<file path="config.mk">
export PLATFORM = sky130hd
export DESIGN_NAME = preemptive_priority_scheduler_top
export DESIGN_NICKNAME = d
export VERILOG_FILES = /design/src/pps_pkg.sv /design/src/preemptive_priority_scheduler_top.sv /design/src/pps_cell.sv /design/src/pps_ctrl.sv
export SDC_FILE = /design/constraint.sdc
export NUM_CORES = 2
export LEC_CHECK = 0
export ABC_CLOCK_PERIOD_IN_PS = 3600
export BUFFER_PORTS_ARGS = -buffer_cell sky130_fd_sc_hd__buf_2
export CAP_MARGIN = 30
export CORE_MARGIN = 2
export CORE_UTILIZATION = 35
export CTS_CLUSTER_SIZE = 25
export DETAILED_ROUTE_END_ITERATION = 10
export SYNTH_ARGS = -nofsm -noshare
export SYNTH_HDL_FRONTEND = slang
export SYNTH_HIERARCHICAL = 1
export SYNTH_SLANG_ARGS = --single-unit
</file>
<file path="constraint.sdc">
create_clock -name clk_i -period 3.6 [get_ports clk_i]
set_input_delay 0.36 -clock clk_i [delete_from_list [all_inputs] [get_ports clk_i]]
set_output_delay 0.36 -clock clk_i [all_outputs]
set_load 0.03 [all_outputs]
</file>
<file path="src/pps_pkg.sv">
// ---------------------------------------------------------------------------
// Preemptive priority scheduler package
// Shared constants, codes and types for the scheduler cells and controller.
// ---------------------------------------------------------------------------
`default_nettype none

package pps_pkg;

  localparam int MaxTasks = 16;
  localparam int SlotW    = $clog2(MaxTasks);
  localparam int CntW     = SlotW + 1;
  localparam int TimeW    = 16;
  localparam int IdW      = 8;
  localparam int PrioW    = 8;
  localparam int BurstW   = 16;
  localparam int SwTimeW  = 8;
  localparam int CountW   = 16;
  localparam int InDataW  = 56;
  localparam int OutDataW = 80;

  localparam logic CfgSwitchTime = 1'b0;
  localparam logic CfgTaskCount  = 1'b1;

  localparam logic InKindLoad = 1'b0;
  localparam logic InKindTick = 1'b1;

  localparam logic [1:0] ActIdle   = 2'd0;
  localparam logic [1:0] ActSwitch = 2'd1;
  localparam logic [1:0] ActRan    = 2'd2;
  localparam logic [1:0] ActNone   = 2'd3;

  typedef struct packed {
    logic              live;
    logic              found;
    logic [PrioW-1:0]  prio;
    logic [IdW-1:0]    id;
    logic [SlotW-1:0]  slot;
  } pps_token_t;

  typedef struct packed {
    logic              load_we;
    logic [SlotW-1:0]  load_slot;
    logic [IdW-1:0]    load_id;
    logic [TimeW-1:0]  load_arrival;
    logic [BurstW-1:0] load_burst;
    logic [PrioW-1:0]  load_prio;
    logic              dec_we;
    logic [SlotW-1:0]  dec_slot;
    logic [CntW-1:0]   cnt;
    logic [TimeW-1:0]  now;
  } pps_bcast_t;

  function automatic logic [CountW-1:0] sat_inc(input logic [CountW-1:0] v);
    sat_inc = (v == {CountW{1'b1}}) ? v : v + CountW'(1);
  endfunction

endpackage

`default_nettype wire

</file>
<file path="src/preemptive_priority_scheduler_top.sv">
// ---------------------------------------------------------------------------
// Preemptive priority scheduler
// Each tick transaction advances simulated time one unit; load transactions
// fill task slots. The input channel carries a load or tick kind in tuser and
// the slot contents in tdata. Every input transaction yields exactly one
// output transaction: activity in tuser, time, task id, finish flag and time,
// the all-done flag and the switch counters in tdata.
// A load goes from acceptance straight to the output register fill. A tick
// that needs a selection passes a prep step that starts the best-candidate
// token, a walk of the token through the row of task cells, a decision step,
// an update step that applies the decision when a task runs, and the output
// register fill; an idle tick or one that starts a switch skips the update.
// A tick that only counts down a context switch goes from prep to the fill;
// one that starts the held task goes from prep through update to the fill.
// One transaction is processed at a time; the next one is accepted once the
// result sits in the output register, so one waiting result does not stall
// the input. If the receiver stalls with a result waiting, the next result
// is held until the output register frees.
// Reset clears remaining times, time, counters and configuration; no
// clearing pass is needed. Configuration writes take effect at once.
// ---------------------------------------------------------------------------
`default_nettype none

module preemptive_priority_scheduler_top
  import pps_pkg::*;
(
  input  wire logic                clk_i,
  input  wire logic                rst_ni,
  input  wire logic                cfg_we_i,
  input  wire logic                cfg_idx_i,
  input  wire logic [SwTimeW-1:0]  cfg_data_i,
  input  wire logic                s_axis_tvalid,
  output logic                     s_axis_tready,
  // tuser: kind
  input  wire logic [0:0]          s_axis_tuser,
  // tdata: slot, task_id, arrival, burst, priority_req, zero fill
  input  wire logic [InDataW-1:0]  s_axis_tdata,
  output logic                     m_axis_tvalid,
  input  wire logic                m_axis_tready,
  // tuser: activity
  output logic [1:0]               m_axis_tuser,
  // tdata: tick_time, ran_id, finished, finish_time, all_done, switch_count,
  // switch_ticks, zero fill
  output logic [OutDataW-1:0]      m_axis_tdata
);

  pps_bcast_t          bc;
  pps_token_t          tok [MaxTasks+1];
  logic [MaxTasks-1:0] nz;
  logic [MaxTasks-1:0] one;

  pps_ctrl u_ctrl (
    .clk_i       (clk_i),
    .rst_ni      (rst_ni),
    .cfg_we_i    (cfg_we_i),
    .cfg_idx_i   (cfg_idx_i),
    .cfg_data_i  (cfg_data_i),
    .s_valid_i   (s_axis_tvalid),
    .s_ready_o   (s_axis_tready),
    .s_kind_i    (s_axis_tuser[0]),
    .s_data_i    (s_axis_tdata),
    .m_valid_o   (m_axis_tvalid),
    .m_ready_i   (m_axis_tready),
    .m_user_o    (m_axis_tuser),
    .m_data_o    (m_axis_tdata),
    .bc_o        (bc),
    .tok_start_o (tok[0]),
    .tok_end_i   (tok[MaxTasks]),
    .nz_i        (nz),
    .one_i       (one)
  );

  for (genvar k = 0; k < MaxTasks; k++) begin : g_cell
    pps_cell u_cell (
      .clk_i  (clk_i),
      .rst_ni (rst_ni),
      .idx_i  (SlotW'(k)),
      .bc_i   (bc),
      .tok_i  (tok[k]),
      .tok_o  (tok[k+1]),
      .nz_o   (nz[k]),
      .one_o  (one[k])
    );
  end

endmodule

`default_nettype wire

</file>
<file path="src/pps_cell.sv">
// ---------------------------------------------------------------------------
// Scheduler task cell
// Holds one task slot and passes the best-candidate token to its neighbor.
// ---------------------------------------------------------------------------
`default_nettype none

module pps_cell
  import pps_pkg::*;
(
  input  wire logic             clk_i,
  input  wire logic             rst_ni,
  input  wire logic [SlotW-1:0] idx_i,
  input  wire pps_bcast_t       bc_i,
  input  wire pps_token_t       tok_i,
  output pps_token_t            tok_o,
  output logic                  nz_o,
  output logic                  one_o
);

  logic [IdW-1:0]    id_q;
  logic [TimeW-1:0]  arr_q;
  logic [PrioW-1:0]  prio_q;
  logic [BurstW-1:0] rem_q, rem_d;
  pps_token_t        tok_q, tok_d;
  logic              ready;
  logic              better;

  assign ready  = ({1'b0, idx_i} < bc_i.cnt) && (rem_q != '0) && (arr_q <= bc_i.now);
  assign better = !tok_i.found || (prio_q < tok_i.prio) ||
                  ((prio_q == tok_i.prio) && (id_q < tok_i.id));

  always_comb begin
    tok_d = tok_i;
    if (tok_i.live && ready && better) begin
      tok_d.found = 1'b1;
      tok_d.prio  = prio_q;
      tok_d.id    = id_q;
      tok_d.slot  = idx_i;
    end
    rem_d = rem_q;
    if (bc_i.load_we && (bc_i.load_slot == idx_i)) begin
      rem_d = bc_i.load_burst;
    end else if (bc_i.dec_we && (bc_i.dec_slot == idx_i)) begin
      rem_d = rem_q - BurstW'(1);
    end
  end

  always_ff @(posedge clk_i or negedge rst_ni) begin
    if (!rst_ni) begin
      rem_q <= '0;
      tok_q <= '0;
    end else begin
      rem_q <= rem_d;
      tok_q <= tok_d;
    end
  end

  always_ff @(posedge clk_i) begin
    if (bc_i.load_we && (bc_i.load_slot == idx_i)) begin
      id_q   <= bc_i.load_id;
      arr_q  <= bc_i.load_arrival;
      prio_q <= bc_i.load_prio;
    end
  end

  assign tok_o = tok_q;
  assign nz_o  = (rem_q != '0);
  assign one_o = (rem_q == BurstW'(1));

endmodule

`default_nettype wire

</file>
<file path="src/pps_ctrl.sv">
// ---------------------------------------------------------------------------
// Scheduler controller
// Sequences load and tick transactions, keeps time, switch state and counters.
// ---------------------------------------------------------------------------
`default_nettype none

module pps_ctrl
  import pps_pkg::*;
(
  input  wire logic                clk_i,
  input  wire logic                rst_ni,
  input  wire logic                cfg_we_i,
  input  wire logic                cfg_idx_i,
  input  wire logic [SwTimeW-1:0]  cfg_data_i,
  input  wire logic                s_valid_i,
  output logic                     s_ready_o,
  input  wire logic                s_kind_i,
  input  wire logic [InDataW-1:0]  s_data_i,
  output logic                     m_valid_o,
  input  wire logic                m_ready_i,
  output logic [1:0]               m_user_o,
  output logic [OutDataW-1:0]      m_data_o,
  output pps_bcast_t               bc_o,
  output pps_token_t               tok_start_o,
  input  wire pps_token_t          tok_end_i,
  input  wire logic [MaxTasks-1:0] nz_i,
  input  wire logic [MaxTasks-1:0] one_i
);

  typedef enum logic [2:0] {
    StIdle, StPrep, StScan, StRun, StFinish
  } state_e;

  state_e              state_q;
  logic [TimeW-1:0]    time_q;
  logic [CntW-1:0]     running_q;
  logic [SlotW-1:0]    pending_q;
  logic [IdW-1:0]      pend_id_q;
  logic [SwTimeW-1:0]  switch_left_q;
  logic                run_pending_q;
  logic [CountW-1:0]   sw_total_q;
  logic [CountW-1:0]   sw_ticks_q;
  logic [SwTimeW-1:0]  switch_time_q;
  logic [CntW-1:0]     task_count_q;
  logic [SlotW-1:0]    sel_q;
  logic [IdW-1:0]      sel_id_q;
  logic [TimeW-1:0]    res_tick_q;
  logic [1:0]          res_act_q;
  logic [IdW-1:0]      res_ran_q;
  logic                res_fin_q;
  logic [TimeW-1:0]    res_ft_q;
  logic                m_valid_q;
  logic [1:0]          m_user_q;
  logic [OutDataW-1:0] m_data_q;

  logic [CntW-1:0]     cnt;
  logic [MaxTasks-1:0] mask;
  logic                accept;
  logic                abandon;
  logic                pend_live;
  logic                preempt;
  logic                all_done;
  logic [TimeW-1:0]    time_inc;
  logic                out_free;

  assign cnt       = (task_count_q > CntW'(MaxTasks)) ? CntW'(MaxTasks) : task_count_q;
  assign accept    = s_valid_i && s_ready_o;
  assign s_ready_o = (state_q == StIdle);
  assign abandon   = run_pending_q &&
                     (({1'b0, pending_q} >= cnt) || !nz_i[pending_q]);
  assign pend_live = run_pending_q && !abandon;
  assign preempt   = (running_q < cnt) && (tok_end_i.slot != running_q[SlotW-1:0]) &&
                     nz_i[running_q[SlotW-1:0]];
  assign time_inc  = sat_inc(time_q);
  assign out_free  = !m_valid_q || m_ready_i;

  always_comb begin
    for (int i = 0; i < MaxTasks; i++) begin
      mask[i] = (CntW'(i) < cnt);
    end
  end
  assign all_done = ((nz_i & mask) == '0);

  always_comb begin
    bc_o              = '0;
    bc_o.load_we      = accept && (s_kind_i == InKindLoad);
    bc_o.load_slot    = s_data_i[3:0];
    bc_o.load_id      = s_data_i[11:4];
    bc_o.load_arrival = s_data_i[27:12];
    bc_o.load_burst   = s_data_i[43:28];
    bc_o.load_prio    = s_data_i[51:44];
    bc_o.dec_we       = (state_q == StRun);
    bc_o.dec_slot     = sel_q;
    bc_o.cnt          = cnt;
    bc_o.now          = time_q;
    tok_start_o       = '0;
    tok_start_o.live  = (state_q == StPrep) && !pend_live;
  end

  always_ff @(posedge clk_i or negedge rst_ni) begin
    if (!rst_ni) begin
      state_q       <= StIdle;
      time_q        <= '0;
      running_q     <= CntW'(MaxTasks);
      pending_q     <= '0;
      pend_id_q     <= '0;
      switch_left_q <= '0;
      run_pending_q <= 1'b0;
      sw_total_q    <= '0;
      sw_ticks_q    <= '0;
      switch_time_q <= '0;
      task_count_q  <= '0;
      sel_q         <= '0;
      sel_id_q      <= '0;
      res_tick_q    <= '0;
      res_act_q     <= ActNone;
      res_ran_q     <= '0;
      res_fin_q     <= 1'b0;
      res_ft_q      <= '0;
      m_valid_q     <= 1'b0;
      m_user_q      <= ActNone;
      m_data_q      <= '0;
    end else begin
      if (cfg_we_i) begin
        case (cfg_idx_i)
          CfgSwitchTime: switch_time_q <= cfg_data_i;
          CfgTaskCount:  task_count_q  <= cfg_data_i[CntW-1:0];
          default:       ;
        endcase
      end
      if (m_valid_q && m_ready_i && !((state_q == StFinish) && out_free)) begin
        m_valid_q <= 1'b0;
      end
      case (state_q)
        StIdle: begin
          if (accept) begin
            res_tick_q <= time_q;
            res_act_q  <= ActNone;
            res_ran_q  <= '0;
            res_fin_q  <= 1'b0;
            res_ft_q   <= '0;
            if (bc_o.load_we && (bc_o.load_slot == pending_q)) begin
              pend_id_q <= bc_o.load_id;
            end
            state_q    <= (s_kind_i == InKindTick) ? StPrep : StFinish;
          end
        end
        StPrep: begin
          if (pend_live && (switch_left_q != '0)) begin
            switch_left_q <= switch_left_q - SwTimeW'(1);
            sw_ticks_q    <= sat_inc(sw_ticks_q);
            res_act_q     <= ActSwitch;
            time_q        <= time_inc;
            state_q       <= StFinish;
          end else if (pend_live) begin
            run_pending_q <= 1'b0;
            sel_q         <= pending_q;
            sel_id_q      <= pend_id_q;
            state_q       <= StRun;
          end else begin
            run_pending_q <= 1'b0;
            switch_left_q <= '0;
            state_q       <= StScan;
          end
        end
        StScan: begin
          if (tok_end_i.live) begin
            sel_q    <= tok_end_i.slot;
            sel_id_q <= tok_end_i.id;
            if (!tok_end_i.found) begin
              res_act_q <= ActIdle;
              time_q    <= time_inc;
              state_q   <= StFinish;
            end else if (preempt) begin
              sw_total_q <= sat_inc(sw_total_q);
              if (switch_time_q != '0) begin
                pending_q     <= tok_end_i.slot;
                pend_id_q     <= tok_end_i.id;
                run_pending_q <= 1'b1;
                switch_left_q <= switch_time_q - SwTimeW'(1);
                sw_ticks_q    <= sat_inc(sw_ticks_q);
                res_act_q     <= ActSwitch;
                time_q        <= time_inc;
                state_q       <= StFinish;
              end else begin
                state_q <= StRun;
              end
            end else begin
              state_q <= StRun;
            end
          end
        end
        StRun: begin
          time_q    <= time_inc;
          res_act_q <= ActRan;
          res_ran_q <= sel_id_q;
          if (one_i[sel_q]) begin
            res_fin_q <= 1'b1;
            res_ft_q  <= time_inc;
            running_q <= CntW'(MaxTasks);
          end else begin
            running_q <= {1'b0, sel_q};
          end
          state_q <= StFinish;
        end
        StFinish: begin
          if (out_free) begin
            m_valid_q <= 1'b1;
            m_user_q  <= res_act_q;
            m_data_q  <= {6'd0, sw_ticks_q, sw_total_q, all_done, res_ft_q, res_fin_q,
                          res_ran_q, res_tick_q};
            state_q   <= StIdle;
          end
        end
        default: state_q <= StIdle;
      endcase
    end
  end

  assign m_valid_o = m_valid_q;
  assign m_user_o  = m_user_q;
  assign m_data_o  = m_data_q;

endmodule

`default_nettype wire

</file>
Word-level counts from Yosys, hierarchy flattened
Index checks and enable logic that the tools add are counted.

$add $sub $neg: 21. $lt $le $gt $ge: 68. Equal/unequal tests: 84. Muxes and demuxes: 126. Bitwise operators: 4. Reductions and logical operators: 233.

Operators with widths (count): 16-bit two-way mux (46); 21-bit two-way mux (16); 16-bit by 1-bit equality test with 1-bit output, second input constant (16); 16-bit less-or-equal comparator (16); 16-bit nonzero test (16); 16-bit by 1-bit subtractor with 16-bit output, second input constant (16); 8-bit less-than comparator (30); 8-bit two-way mux (16); 1-bit logical AND (122); 8-bit equality test (15); 4-bit equality test, second input constant (16); 16-bit case mux with 2 select lines (2); 8-bit case mux with 2 select lines (4); 16-bit by 1-bit adder with 16-bit output, second input constant (3); 16-bit equality test, second input constant (3); 16-bit case mux with 3 select lines (1); 4-bit by 5-bit less-than comparator with 1-bit output, first input constant (8); 2-bit nonzero test (19); 4-bit by 3-bit equality test with 1-bit output, second input constant (8); 1-bit logical OR (32); 3-bit two-way mux (8); 6-bit AND reduction (4); 1-bit logical NOT (20); 3-bit by 5-bit less-than comparator with 1-bit output, first input constant (4); other kinds (39) (95).

Bits in registers: 1334. Bits of input ports: 71. Output and inout port bits: 84. Word-level logic and storage cells: 700.

Longest topological paths before layout
Depth after elaboration: 12. Depth in mapped cells: 14. Gate-level depth less buffers: 13.

Cells and area by module
Netlist, hierarchy kept.

Modules (own cells, without submodules): pps_cell (g_cell[0].u_cell ...) (instances 15, cells each 308, area an instance 3734.8 um^2, seq. area each 1911.8 um^2); pps_ctrl (instances 1, cells each 1030, area an instance 11333.4 um^2, seq. area each 5561.6 um^2); pps_cell (g_cell[1].u_cell) (instances 1, cells each 309, area an instance 3722.3 um^2, seq. area each 1911.8 um^2); preemptive_priority_scheduler_top (instances 1, cells each 2, area an instance 7.5 um^2, seq. area each 0.0 um^2).

Worst setup path after synthesis
OpenSTA, ideal clock, no wires.

Kind: flip-flop to flip-flop. From: register u_ctrl.state_q[2]. To: register g_cell[1].u_cell.arr_q[0], enable pin. Library setup time: 0.409 ns. Arrival: 4.107 ns. Required time: 3.191 ns. Setup slack: -0.916 ns. Stages on the path, launching flop included: 9. Path buffers: 3. Period minus slack after synthesis: 4.516 ns. Path through: dfrtp_1 > buf_2 > nor3_1 > nand2_2 > clkbuf_1 > nor2_1 > nand2_1 > nor4_1 > clkbuf_1.

RTL lines: from (decl) (line pps_ctrl.sv:34) `state_e state_q;`; from (signal assigned) (line pps_ctrl.sv:102) `state_q <= StIdle;`; from (signal assigned) (line pps_ctrl.sv:145) `state_q <= (s_kind_i == InKindTick) ? StPrep : StFinish;`; from (signal assigned) (line pps_ctrl.sv:154) `state_q <= StFinish;`; to (signal assigned) (line pps_cell.sv:61) `arr_q <= bc_i.load_arrival;`; to (decl) (line pps_cell.sv:21) `logic [TimeW-1:0] arr_q;`.

Worst setup path after layout
From: register g_cell[0].u_cell.rem_q[9]. To: register u_ctrl.time_q[1].

Longest elaborated chain between the ends: 11. Elaborated cells between the ends (all ways): 15. Those cells by class: 2 x eq/ne; 4 x mux; 9 x reduce/logical.

Ends and longest elaborated chain: from (decl) (line pps_cell.sv:23) `logic [BurstW-1:0] rem_q, rem_d;`; from (signal assigned) (line pps_cell.sv:53) `rem_q <= rem_d;`; 16-bit nonzero test * (line pps_cell.sv:67) `assign nz_o = (rem_q != '0);`; named net nz[0] (line preemptive_priority_scheduler_top.sv:49) `logic [MaxTasks-1:0] nz;`; 1-bit binary-select mux with 4-bit select (line pps_ctrl.sv:70) `(({1'b0, pending_q} >= cnt) || !nz_i[pending_q]);`; 1-bit two-way mux (implied by the code) (line pps_ctrl.sv:70); 1-bit logical NOT (line pps_ctrl.sv:70); 1-bit logical OR (line pps_ctrl.sv:70); 1-bit logical AND (line pps_ctrl.sv:69) `assign abandon = run_pending_q &&`; 1-bit logical NOT (line pps_ctrl.sv:71) `assign pend_live = run_pending_q && !abandon;`; 1-bit logical AND (line pps_ctrl.sv:71); 1-bit logical AND (line pps_ctrl.sv:149) `if (pend_live && (switch_left_q != '0)) begin`; 2-bit inequality test (no line); 5-bit AND reduction (no line) *; to (signal assigned) (line pps_ctrl.sv:153) `time_q <= time_inc;`; to (signal assigned) (line pps_ctrl.sv:172) `time_q <= time_inc;`; to (signal assigned) (line pps_ctrl.sv:183) `time_q <= time_inc;`; to (decl) (line pps_ctrl.sv:35) `logic [TimeW-1:0] time_q;`.

The timed path passes the listed nets; every way through them passes the cells marked *. The select of a mux whose other input is x is not followed. A chain may end at the register's enable or synchronous reset.

==> metrics.yaml <==
cts_inserted_buffers: 147
pin_count: 155
synth.avg_cell_area_sq_um: 11.90
critPathMaxStageDelay_ns: 0.57
worstSetupEndpointType: "register"
hold_viol: 0
grt_usage_pct: 16.96
vias_per_cell: 4.922
status: "completed"
grt-ovfl-total: 0
clk_pin_slew_ns: 0.06
crit_path_start_kind: "register"
p_per_area_nw_per_um2: 607.7
cts_max_path_buffers: 3
drt_wl_total_um: 174900
grt_first_pass_wirelength_um: 270700
final.min_clock_period_ns: 3.525
hpwlAfterDp_um: 120900
drive_gt1_share_pct: 18.60
instances_no_fill: 9327
min_path_type: "input pin to register"
netlist_instances: 5945
tightest_slew_ns: 1.058
antenna_found_initial: 9
min_from: "s_axis_tdata[20]"
cts_sinks: 1334
setup_slack_ns: 0.07521
power.ir.vdd_worst_mv: 0.3503
drt_iter0_markers: 3318
path_class: "register to register"
max_cap_viol_count: 0
critPathMaxFanout: 5
power_mw: 49.96
dp_worst_setup_slack_ns: -0.1346
r2r-start: "g_cell[0].u_cell/rem_q[9]"
min_path_cells: 1
grt_pass1_vias: 46425
reg2reg_to: "u_ctrl/time_q[1]"
vias: 45910
placedCellCount: 9036
dr.pass1.iters: 5
holdPathEnd: "g_cell[3].u_cell/arr_q[8]"
grt_max_degree: 129
cp_top_family: "multiplexers"
cts_root_buffer: "clkbuf_16"
crit_buf_inv: 2
fin_nets: 7189
io_buffers: 144
setup_viol: 0
row_count: 165
wl_per_cell_um: 18.75
cts_tree: "done"
path_cells: "or4_4 -> nor4_4 -> nand4b_2 -> mux4_2 -> mux2i_1 -> mux2i_4 -> buf_4 -> a31oi_2 -> inv_2 -> nand3_1 -> mux2_2"
r2r_cells: 11
slew_violations: 0
skew_ns: 0.03517
cp.arrival_ns: 4.19
clk_latency_ns: 0.79
crit_path_top_delay_cell: "or4_4"
cp.depth: 11
fmax_mhz: 283.7
gp_congestion: 0.8586
leakage_nw: 34.83
syn-cell-area_sq_um: 70770
r2r_slack_ns: 0.08
relSlewSlack_pct: 28.93
drc_errors: 0
start_util_pct: 35.12
die_w_um: 453.7
area_growth_pct: 16.16
synth_warnings: 6
dieArea_sq_um: 205800
cts.htree.levels: 4
core_sq_um: 201500
crit_required_ns: 4.26
detail-route-antenna-nets: 0
dieHeight_um: 453.7
period_share_pct: 97.91
worst max path at each step:
stage	from	to	slack, ns
floorplan	u_ctrl/state_q[2]	g_cell[1].u_cell/arr_q[0]	0.13
global placement	g_cell[14].u_cell/rem_q[8]	u_ctrl/time_q[1]	-0.12
detailed placement	g_cell[14].u_cell/rem_q[8]	u_ctrl/time_q[1]	-0.13
CTS	g_cell[2].u_cell/rem_q[8]	g_cell[0].u_cell/tok_o[12]	0.03
global route	g_cell[0].u_cell/rem_q[9]	u_ctrl/switch_left_q[4]	-0.06
finish	g_cell[0].u_cell/rem_q[9]	u_ctrl/time_q[1]	0.08
cell usage in the layout, fill, tap and decap left out, drive strengths merged, types with 32 or more instances in the layout:
master / instances
xor2: 209
ha: 590
o221ai: 32
or4: 49
nand3: 109
conb: 283
edfxtp: 512
o211ai: 48
a21o: 53
nor4: 99
nand4: 124
clkbuf: 201
dfrtp: 817
xnor2: 223
mux2: 454
a21oi: 202
inv: 648
and2: 39
clkinv: 52
nor2b: 39
nor3: 142
buf: 366
o21ai: 324
nand2: 480
nor2: 179
a211oi: 53
nand2b: 35
layer usage:
metal  global-route usage [%]  wire, um  vias to the layer above
met5                        0        57                        -
met3                    2.629      8426                      305
met1                    21.81     75970                    22708
li1                         -         -                    21910
met2                    28.91     84650                      979
met4                    5.918      5754                        8
worst reg2reg max path, cell delays in order (launching register included):
cell      delay [ns]
dfrtp_1         0.42
or4_4           0.57
nor4_4          0.22
nand4b_2        0.27
mux4_2          0.52
mux2i_1         0.28
mux2i_4         0.19
buf_4           0.19
a31oi_2         0.21
inv_2           0.10
nand3_1         0.12
mux2_2          0.33
registers in the layout, summed over array words and instances (netlist names), 74 cells and up:
register              cells
g_cell.u_cell/id_q      128
g_cell.u_cell/arr_q     256
g_cell.u_cell/prio_q    128
u_ctrl/m_data_o          74
g_cell.u_cell/rem_q     256
g_cell.u_cell/tok_o     344
report_power, final:
group | total, mW | internal [mW] | leakage, nW | switching, mW
clock network | 15.3 | 8.80 | 2.42 | 6.53
registers | 20.8 | 18.5 | 15.0 | 2.31
logic | 13.8 | 6.61 | 17.4 | 7.22
stage by stage:
step	setup TNS [ns]	instance area (sq um)	hold WS, ns	util (%)
final	0	82200	0.07505	40.80
after global routing	-0.1276	82200	0.03918	40.79
after CTS	0	82110	0.01243	40.75
after detailed placement	-0.3144	77010	0.3601	38.22
after global placement	-0.2018	76960	0.3575	38.19
after floorplan	0	71880	0.06441	-
layout make-up:
class,instances,area [sq um]
antenna,3,7.507
clock buffer,201,4041
clock inverter,72,908.4
fill,18769,119300
inverter,641,2406
multi-input combinational,4025,32360
sequential,1334,35950
tap,2672,3343
timing repair buffer,379,3179
repair_timing:
item | in CTS | in global routing
setup buffers | 0 | 2
hold buffers | 13 | 0
gates resized for setup | 3 | 15
setup endpoints to repair | 10 | 83
hold endpoints to repair | 100 | 0
pin swaps | 0 | 3
(Power assumes the default switching activity.)
